[config.mk]
export PLATFORM = sky130hd
export DESIGN_NAME = interleaved_planar_to_chunky_flat
export DESIGN_NICKNAME = d
export VERILOG_FILES = /design/src/hdl/ipc_pkg.sv /design/src/hdl/ipc_if.sv /design/src/hdl/ipc_regs.sv /design/src/hdl/ipc_collect.sv /design/src/hdl/ipc_transpose.sv /design/src/hdl/interleaved_planar_to_chunky.sv /design/src/flat_wrapper.sv
export SDC_FILE = /design/constraint.sdc
export NUM_CORES = 1
export LEC_CHECK = 0
export ABC_AREA = 1
export BUFFER_PORTS_ARGS = -buffer_cell sky130_fd_sc_hd__buf_2
export CORE_MARGIN = 4
export CORE_UTILIZATION = 55
export DETAILED_ROUTE_END_ITERATION = 8
export GPL_TIMING_DRIVEN = 0
export PLACE_DENSITY_LB_ADDON = 0.25
export SYNTH_ARGS = -nofsm -noshare
export SYNTH_HDL_FRONTEND = slang
export SYNTH_SLANG_ARGS = --single-unit
export TNS_END_PERCENT = 5
[constraint.sdc]
create_clock -name clk -period 12.8 [get_ports clk]
set_input_delay 1.28 -clock clk [delete_from_list [all_inputs] [get_ports clk]]
set_output_delay 1.28 -clock clk [all_outputs]
set_load 0.005 [all_outputs]
[src/hdl/ipc_pkg.sv]
package ipc_pkg;

  localparam int WORD_BITS = 16;
  localparam int PIXEL_BITS = 4;
  localparam int GROUP_BITS = WORD_BITS * PIXEL_BITS;
  localparam int COLUMN_BITS = 8;
  localparam int ADDR_BITS = 4;
  localparam int DATA_BITS = 32;
  localparam int DEFAULT_MAX_PLANES = 4;

  localparam logic [1:0] RES_FOUR_PLANES = 2'd0;
  localparam logic [1:0] RES_TWO_PLANES = 2'd1;
  localparam logic [1:0] RES_ONE_PLANE = 2'd2;

  localparam logic [1:0] REG_RESOLUTION = 2'd0;
  localparam logic [1:0] REG_MONO_BLACK_ON_WHITE = 2'd1;
  localparam logic [1:0] REG_GROUPS_PER_ROW = 2'd2;

  localparam logic [1:0] RESOLUTION_RESET = RES_FOUR_PLANES;
  localparam logic MONO_RESET = 1'b1;
  localparam logic [COLUMN_BITS-1:0] GROUPS_PER_ROW_RESET = 8'd20;

  typedef logic [PIXEL_BITS-1:0][WORD_BITS-1:0] planes_t;

  typedef struct packed {
    logic [1:0] resolution;
    logic mono_black_on_white;
    logic [COLUMN_BITS-1:0] groups_per_row;
  } cfg_t;

  typedef struct packed {
    planes_t planes;
    logic row_end;
  } stage_t;

endpackage

[src/hdl/ipc_if.sv]
interface ipc_word_if import ipc_pkg::*; ();
  logic valid;
  logic ready;
  logic [WORD_BITS-1:0] plane_word;

  modport source (output valid, output plane_word, input ready);
  modport sink (input valid, input plane_word, output ready);
endinterface

interface ipc_group_if import ipc_pkg::*; ();
  logic valid;
  logic ready;
  logic [GROUP_BITS-1:0] pixel_group;
  logic row_end;

  modport source (output valid, output pixel_group, output row_end, input ready);
  modport sink (input valid, input pixel_group, input row_end, output ready);
endinterface

[src/hdl/ipc_regs.sv]
module ipc_regs import ipc_pkg::*; (
  input  logic                 clk,
  input  logic                 rst,
  input  logic                 psel,
  input  logic                 penable,
  input  logic                 pwrite,
  input  logic [ADDR_BITS-1:0] paddr,
  input  logic [DATA_BITS-1:0] pwdata,
  output logic [DATA_BITS-1:0] prdata,
  output logic                 pready,
  output cfg_t                 cfg
);

  logic wr_en;
  logic [1:0] reg_index;

  assign pready = 1'b1;
  assign wr_en = psel && penable && pwrite;
  assign reg_index = paddr[3:2];

  always_ff @(posedge clk) begin
    if (rst) begin
      cfg.resolution <= RESOLUTION_RESET;
      cfg.mono_black_on_white <= MONO_RESET;
      cfg.groups_per_row <= GROUPS_PER_ROW_RESET;
    end else if (wr_en) begin
      unique case (reg_index)
        REG_RESOLUTION: cfg.resolution <= pwdata[1:0];
        REG_MONO_BLACK_ON_WHITE: cfg.mono_black_on_white <= pwdata[0];
        REG_GROUPS_PER_ROW: cfg.groups_per_row <= pwdata[COLUMN_BITS-1:0];
        default: ;
      endcase
    end
  end

  always_comb begin
    unique case (reg_index)
      REG_RESOLUTION: prdata = DATA_BITS'(cfg.resolution);
      REG_MONO_BLACK_ON_WHITE: prdata = DATA_BITS'(cfg.mono_black_on_white);
      REG_GROUPS_PER_ROW: prdata = DATA_BITS'(cfg.groups_per_row);
      default: prdata = '0;
    endcase
  end

endmodule

[src/hdl/ipc_collect.sv]
module ipc_collect import ipc_pkg::*; #(
  parameter int MAX_PLANES = DEFAULT_MAX_PLANES
) (
  input  logic       clk,
  input  logic       rst,
  input  cfg_t       cfg,
  ipc_word_if.sink   words,
  output logic       stage_valid,
  output stage_t     stage,
  input  logic       stage_ready
);

  localparam int HOLD_DEPTH = (MAX_PLANES > 1) ? MAX_PLANES - 1 : 1;
  localparam int HOLD_USED = (HOLD_DEPTH < PIXEL_BITS - 1) ? HOLD_DEPTH : PIXEL_BITS - 1;
  localparam int PLANE_LIMIT = (MAX_PLANES < PIXEL_BITS) ? MAX_PLANES : PIXEL_BITS;

  logic [WORD_BITS-1:0] held [HOLD_USED];
  logic [WORD_BITS-1:0] held_pad [PIXEL_BITS];
  logic [1:0] plane_position;
  logic [COLUMN_BITS-1:0] group_column;

  logic accept;
  logic [2:0] plane_count;
  logic [2:0] plane_count_raw;
  logic [1:0] last_plane;
  logic complete;
  planes_t planes;
  logic [COLUMN_BITS:0] column_inc;
  logic [COLUMN_BITS-1:0] row_len;
  logic row_end;

  assign words.ready = !stage_valid || stage_ready;
  assign accept = words.valid && words.ready && (plane_count != 3'd0);

  always_comb begin
    unique case (cfg.resolution)
      RES_FOUR_PLANES: plane_count_raw = 3'd4;
      RES_TWO_PLANES: plane_count_raw = 3'd2;
      RES_ONE_PLANE: plane_count_raw = 3'd1;
      default: plane_count_raw = 3'd0;
    endcase
    plane_count = (plane_count_raw > 3'(PLANE_LIMIT)) ? 3'(PLANE_LIMIT) : plane_count_raw;
  end

  assign last_plane = 2'(plane_count - 3'd1);
  assign complete = plane_position >= last_plane;

  for (genvar p = 0; p < PIXEL_BITS; p++) begin : g_pad
    if (p < HOLD_USED) begin : g_held
      assign held_pad[p] = held[p];
    end else begin : g_zero
      assign held_pad[p] = '0;
    end
  end

  always_comb begin
    for (int p = 0; p < PIXEL_BITS; p++) begin
      if (2'(p) == last_plane) begin
        planes[p] = words.plane_word;
      end else if (2'(p) < last_plane) begin
        planes[p] = held_pad[p];
      end else begin
        planes[p] = '0;
      end
    end
    if (plane_count == 3'd1 && !cfg.mono_black_on_white) begin
      planes[0] = ~words.plane_word;
    end
  end

  assign column_inc = {1'b0, group_column} + (COLUMN_BITS + 1)'(1);
  assign row_len = (cfg.groups_per_row == '0) ? COLUMN_BITS'(1) : cfg.groups_per_row;
  assign row_end = column_inc >= {1'b0, row_len};

  always_ff @(posedge clk) begin
    if (rst) begin
      plane_position <= '0;
      group_column <= '0;
      stage_valid <= 1'b0;
      for (int i = 0; i < HOLD_USED; i++) begin
        held[i] <= '0;
      end
    end else begin
      if (accept && complete) begin
        stage_valid <= 1'b1;
        stage.planes <= planes;
        stage.row_end <= row_end;
        plane_position <= '0;
        group_column <= row_end ? '0 : column_inc[COLUMN_BITS-1:0];
      end else begin
        if (stage_ready) begin
          stage_valid <= 1'b0;
        end
        if (accept) begin
          plane_position <= plane_position + 2'd1;
          for (int i = 0; i < HOLD_USED; i++) begin
            if (plane_position == 2'(i)) begin
              held[i] <= words.plane_word;
            end
          end
        end
      end
    end
  end

endmodule

[src/hdl/ipc_transpose.sv]
module ipc_transpose import ipc_pkg::*; (
  input  logic       clk,
  input  logic       rst,
  input  logic       stage_valid,
  input  stage_t     stage,
  output logic       stage_ready,
  ipc_group_if.source groups
);

  logic [GROUP_BITS-1:0] group_next;

  assign stage_ready = !groups.valid || groups.ready;

  always_comb begin
    for (int b = 0; b < WORD_BITS; b++) begin
      for (int p = 0; p < PIXEL_BITS; p++) begin
        group_next[(WORD_BITS - 1 - b) * PIXEL_BITS + p] = stage.planes[p][WORD_BITS - 1 - b];
      end
    end
  end

  always_ff @(posedge clk) begin
    if (rst) begin
      groups.valid <= 1'b0;
    end else if (stage_ready) begin
      groups.valid <= stage_valid;
      if (stage_valid) begin
        groups.pixel_group <= group_next;
        groups.row_end <= stage.row_end;
      end
    end
  end

endmodule

[src/hdl/interleaved_planar_to_chunky.sv]
// Channel   Modport  Payload                     Transaction
// words     sink     plane_word[15:0]            valid && ready
// groups    source   pixel_group[63:0], row_end  valid && ready
// apb       slave    paddr[3:0], pwdata[31:0]    psel && penable && pwrite
//
// One plane word is taken every cycle while words.ready is high; a finished group
// passes through the gather register and then the output register to groups.
// Reset (rst, synchronous) empties both registers, clears the plane position and
// row column, and loads the register defaults. A stall on groups holds the output;
// words.ready stays high while the gather register is empty or can move on.
module interleaved_planar_to_chunky import ipc_pkg::*; #(
  parameter int MAX_PLANES = DEFAULT_MAX_PLANES
) (
  input  logic                 clk,
  input  logic                 rst,
  ipc_word_if.sink             words,
  ipc_group_if.source          groups,
  input  logic                 psel,
  input  logic                 penable,
  input  logic                 pwrite,
  input  logic [ADDR_BITS-1:0] paddr,
  input  logic [DATA_BITS-1:0] pwdata,
  output logic [DATA_BITS-1:0] prdata,
  output logic                 pready
);

  cfg_t cfg;
  logic stage_valid;
  logic stage_ready;
  stage_t stage;

  ipc_regs u_regs (
    .clk     (clk),
    .rst     (rst),
    .psel    (psel),
    .penable (penable),
    .pwrite  (pwrite),
    .paddr   (paddr),
    .pwdata  (pwdata),
    .prdata  (prdata),
    .pready  (pready),
    .cfg     (cfg)
  );

  ipc_collect #(
    .MAX_PLANES (MAX_PLANES)
  ) u_collect (
    .clk         (clk),
    .rst         (rst),
    .cfg         (cfg),
    .words       (words),
    .stage_valid (stage_valid),
    .stage       (stage),
    .stage_ready (stage_ready)
  );

  ipc_transpose u_transpose (
    .clk         (clk),
    .rst         (rst),
    .stage_valid (stage_valid),
    .stage       (stage),
    .stage_ready (stage_ready),
    .groups      (groups)
  );

endmodule

[src/flat_wrapper.sv]
// flat-port wrapper written by rule: the top's interface ports become plain ports
module interleaved_planar_to_chunky_flat import ipc_pkg::*;
#(
  parameter int MAX_PLANES = DEFAULT_MAX_PLANES
)
  (clk, rst, psel, penable, pwrite, paddr, pwdata, prdata, pready, words_valid, words_plane_word, words_ready, groups_valid, groups_pixel_group, groups_row_end, groups_ready);
  ipc_word_if words_i ();
  ipc_group_if groups_i ();
  input  logic clk;
  input  logic rst;
  input  logic psel;
  input  logic penable;
  input  logic pwrite;
  input  logic [ADDR_BITS-1:0] paddr;
  input  logic [DATA_BITS-1:0] pwdata;
  output logic [DATA_BITS-1:0] prdata;
  output logic pready;
  input wire logic [$bits(words_i.valid)-1:0] words_valid;
  input wire logic [$bits(words_i.plane_word)-1:0] words_plane_word;
  output wire logic [$bits(words_i.ready)-1:0] words_ready;
  output wire logic [$bits(groups_i.valid)-1:0] groups_valid;
  output wire logic [$bits(groups_i.pixel_group)-1:0] groups_pixel_group;
  output wire logic [$bits(groups_i.row_end)-1:0] groups_row_end;
  input wire logic [$bits(groups_i.ready)-1:0] groups_ready;
  assign words_i.valid = words_valid;
  assign words_i.plane_word = words_plane_word;
  assign words_ready = words_i.ready;
  assign groups_valid = groups_i.valid;
  assign groups_pixel_group = groups_i.pixel_group;
  assign groups_row_end = groups_i.row_end;
  assign groups_i.ready = groups_ready;
  interleaved_planar_to_chunky #(.MAX_PLANES(MAX_PLANES)) u_core (.clk(clk), .rst(rst), .words(words_i), .groups(groups_i), .psel(psel), .penable(penable), .pwrite(pwrite), .paddr(paddr), .pwdata(pwdata), .prdata(prdata), .pready(pready));
endmodule
==> results.md <==
* Outcome: finished, final reports clean
* Main synth FF type: edfxtp_1
* DP Area at 9060 µm²
* CTS tree: yes
* Slew @ Worst Pin at 0.923 ns
* Initial Utilization at 56.1%
* I/O pin count at 159
* PortBufs at 107
* Placer Congestion at 0.814
* Tmin final at 3.50 ns
* Initial antenna violation count at 1
* Tcrit/Tclk final at roughly 27%
* Post-synth ARST share at 0%
* First-pass GRT wire length at 24.6 mm
* Startpoint types: register
* Worst EP required at ~13 ns
* Starting DRT DRC Count at 370
* Crit Path Class: register to register
* # resized after CTS at 0
* FILL cells at 1056
* Die area at 16800 µm²
* # diodes at 0
* Final Hold Fails at 0
* Die Width at 130 µm
* Final ANT Viol Nets at 0
* Internal at 1.09 mW
* Finished Cell Area at just under 10000 µm²
* Clk_skew at 0.0111 ns
* Post-route setup TNS at 0 ns
* Worst slack, placed at 9.33 ns
* Hold Crit Class: register to register
* Seq/Total Area, Yosys at approximately 70%
* Maximum VDD drop at between 90 and 100 µV
* Sw Ratio at about 20%
* CTS H-tree lvls at 1
* Total congestion overflow at 0
* Synth warn at 0
* Mean Syn Cell Area at 12.4 µm²
* Total track usage at 18.5%
* Net load switching power at between 0.2 and 0.3 mW
* Worst-skew pair later-pin latency at 0.48 ns
* Row Count at 44
* Routed len/inst at 15.6 µm
* Root Driver: clkbuf_16
* Synth Cell Area at between 8000 and 9000 µm²
* Dpl cells at 973
* CTS Buf Count at 20
* Setup-failing EPs final at 0
* Final WS setup at between 9 and 10 ns
* Number of global-route vias before repair at 5060
* Area delta synth->final at 18.4%
* Worst rel slew slack at 38.3%
* Leakage at 4.13 nW
* Synth unique cells at 41
* Achievable clock frequency at 286 MHz
* Clock sinks at 201
* NumNets Final at 888
* WP data arrival at 3.65 ns
* Via density per instance at 5.04
* Post-synth EDFFs at 178
* Core Box Area at 14500 µm²
* Final max-slew violation count at 0
* Post-CTS Setup Bufs at 0
* Detailed-placement wirelength estimate at 11.0 mm
* Max cap viols at 0
* Cells after Synth at 657
* Clock Power Share at 39.4%
* Total Wirelength at 15.7 mm
* Synthesized flop and latch total at 201
* Power Density at around 140 nW/µm²
* Largest fanout on the critical path at 47
* Combinational fraction of design power at 5.9%
* Critical Path Sink Type: register
* Longest Clk Path Bufs at 3
* TritonRoute pass-1 iters at 5
* Clock-pin slew on the worst setup and hold paths at 0.06 ns
* Drc violations at 0
* Layout cell share with drive strength beyond 1 at between 20% and 30%
* Via count at 5072
* Cts hold-fix bufs at 0
* Part of the power in registers at 54.7%
* Layout Cells excl Fill at slightly above 1000
* RSZ-0062 raised after global routing: false
* Pin count of the biggest net entering global routing at 48
* Die H at around 130 µm
* Min Hold Slack at 0.417 ns
layer usage:
metal	share of wire, %	vias to the layer above	global-route usage (%)
met5	0.083	-	0
met4	1.9	2	5.32
met3	6.7	28	3.11
met2	52	185	33.8
met1	40	2374	22.7
li1	-	2483	-
placed cells by master (no fill, tap or decap), types with 2 or more instances in the layout:
cell         n
a31oi_1     16
inv_2       17
o21ai_0     26
nor2_4       5
nand2_1    124
inv_1       73
conb_1      25
o211ai_1     2
buf_12       3
clkinv_1     5
edfxtp_1   178
nor2_1      38
buf_4       25
dfxtp_1     23
clkbuf_1    15
xor2_1       3
clkbuf_16   21
buf_1        4
nand3_1     27
nand4_2      2
ha_1        18
nand2_2     13
buf_2      113
a21oi_1     28
synth_stat cells (2+ instances only):
library cell  count  area, µm²
edfxtp_1        178       5350
nand2_1         124        465
inv_1            74        278
nor2_1           39        146
a21oi_1          28        140
nand3_1          27        135
o21ai_0          26        130
buf_4            25        188
dfxtp_1          23        460
ha_1             18        225
a31oi_1          16        100
inv_2            16       60.1
nand2_2          13       81.3
clkbuf_1          7       26.3
buf_2             6       30.0
buf_1             4       15.0
nor2_4            4       45.0
xor2_1            3       26.3
conb_1            2       7.51
nand4_2           2       25.0
o211ai_1          2       15.0
area by class of cell:
type,instances,area [µm²],area share [%]
Clock buffer,29,556,5.75
Clock inverter,5,45.0,0.466
Tap cell,184,230,2.38
Inverter,92,348,3.60
Sequential cell,201,5810,60.1
Buffer,44,287,2.97
Timing Repair Buffer,109,576,5.96
Multi-Input combinational cell,343,1810,18.8
through the flow:
| stage | utilization [%] | total power, mW |
|---|---|---|
| after CTS | 66.5 | 1.37 |
| after global placement | 62.0 | 0.831 |
| final | 66.5 | 1.36 |
| after detailed placement | 62.3 | 0.835 |
| after floorplan | - | 0.808 |
| after global routing | 66.5 | 1.41 |
logic make-up after synthesis:
family | synth area share (%)
flip-flops | 71.2
other | 0.0921
AND/OR/NAND/NOR | 12.3
adder cells (fa/ha/maj) | 2.76
AO/OA/AOI/OAI | 5.48
XOR/XNOR | 0.430
buffers and inverters | 7.78
power by group through the flow:
stage / combinational, mW / clock, mW / sequential [mW]
2_1_floorplan: 0.0534 / 0 / 0.755
3_3_place_gp: 0.0749 / 0 / 0.756
3_5_place_dp: 0.0788 / 0 / 0.756
4_1_cts: 0.0797 / 0.544 / 0.743
5_1_grt: 0.0894 / 0.574 / 0.744
6_report: 0.0800 / 0.534 / 0.743
final timing paths:
check	cells after the start	endpoint	start	slack, ns
min reg2reg	0	u_core.u_transpose.groups.pixel_group[54]	u_core.u_collect.stage[46]	0.42
max	11	u_core.u_collect.stage[15]	u_core.u_regs.cfg[9]	9.30
min	0	u_core.u_transpose.groups.pixel_group[54]	u_core.u_collect.stage[46]	0.42
max reg2reg	11	u_core.u_collect.stage[15]	u_core.u_regs.cfg[9]	9.30
state kept, by name (all words and copies together), names as in the netlist:
signal                                 cells
u_core.u_collect.plane_position            2
u_core.u_collect.stage                    65
u_core.u_transpose.groups.row_end          1
u_core.u_regs.cfg                         11
u_core.u_transpose.groups.valid            1
u_core.u_collect.group_column              8
u_core.u_collect.held                     48
u_core.u_collect.stage_valid               1
u_core.u_transpose.groups.pixel_group     64
worst max-delay path, stage by stage, from the launching register on:
cell and delay (ns):
dfxtp_1 0.37, inv_1 0.11, ha_1 0.29, buf_2 0.15, clkinv_1 0.28, buf_1 0.38
ha_1 0.44, a21oi_4 0.10, nor2_4 0.14, nand2_2 0.17, inv_2 0.39, buf_12 0.31
No activity file was read; power rests on OpenSTA's default activity.
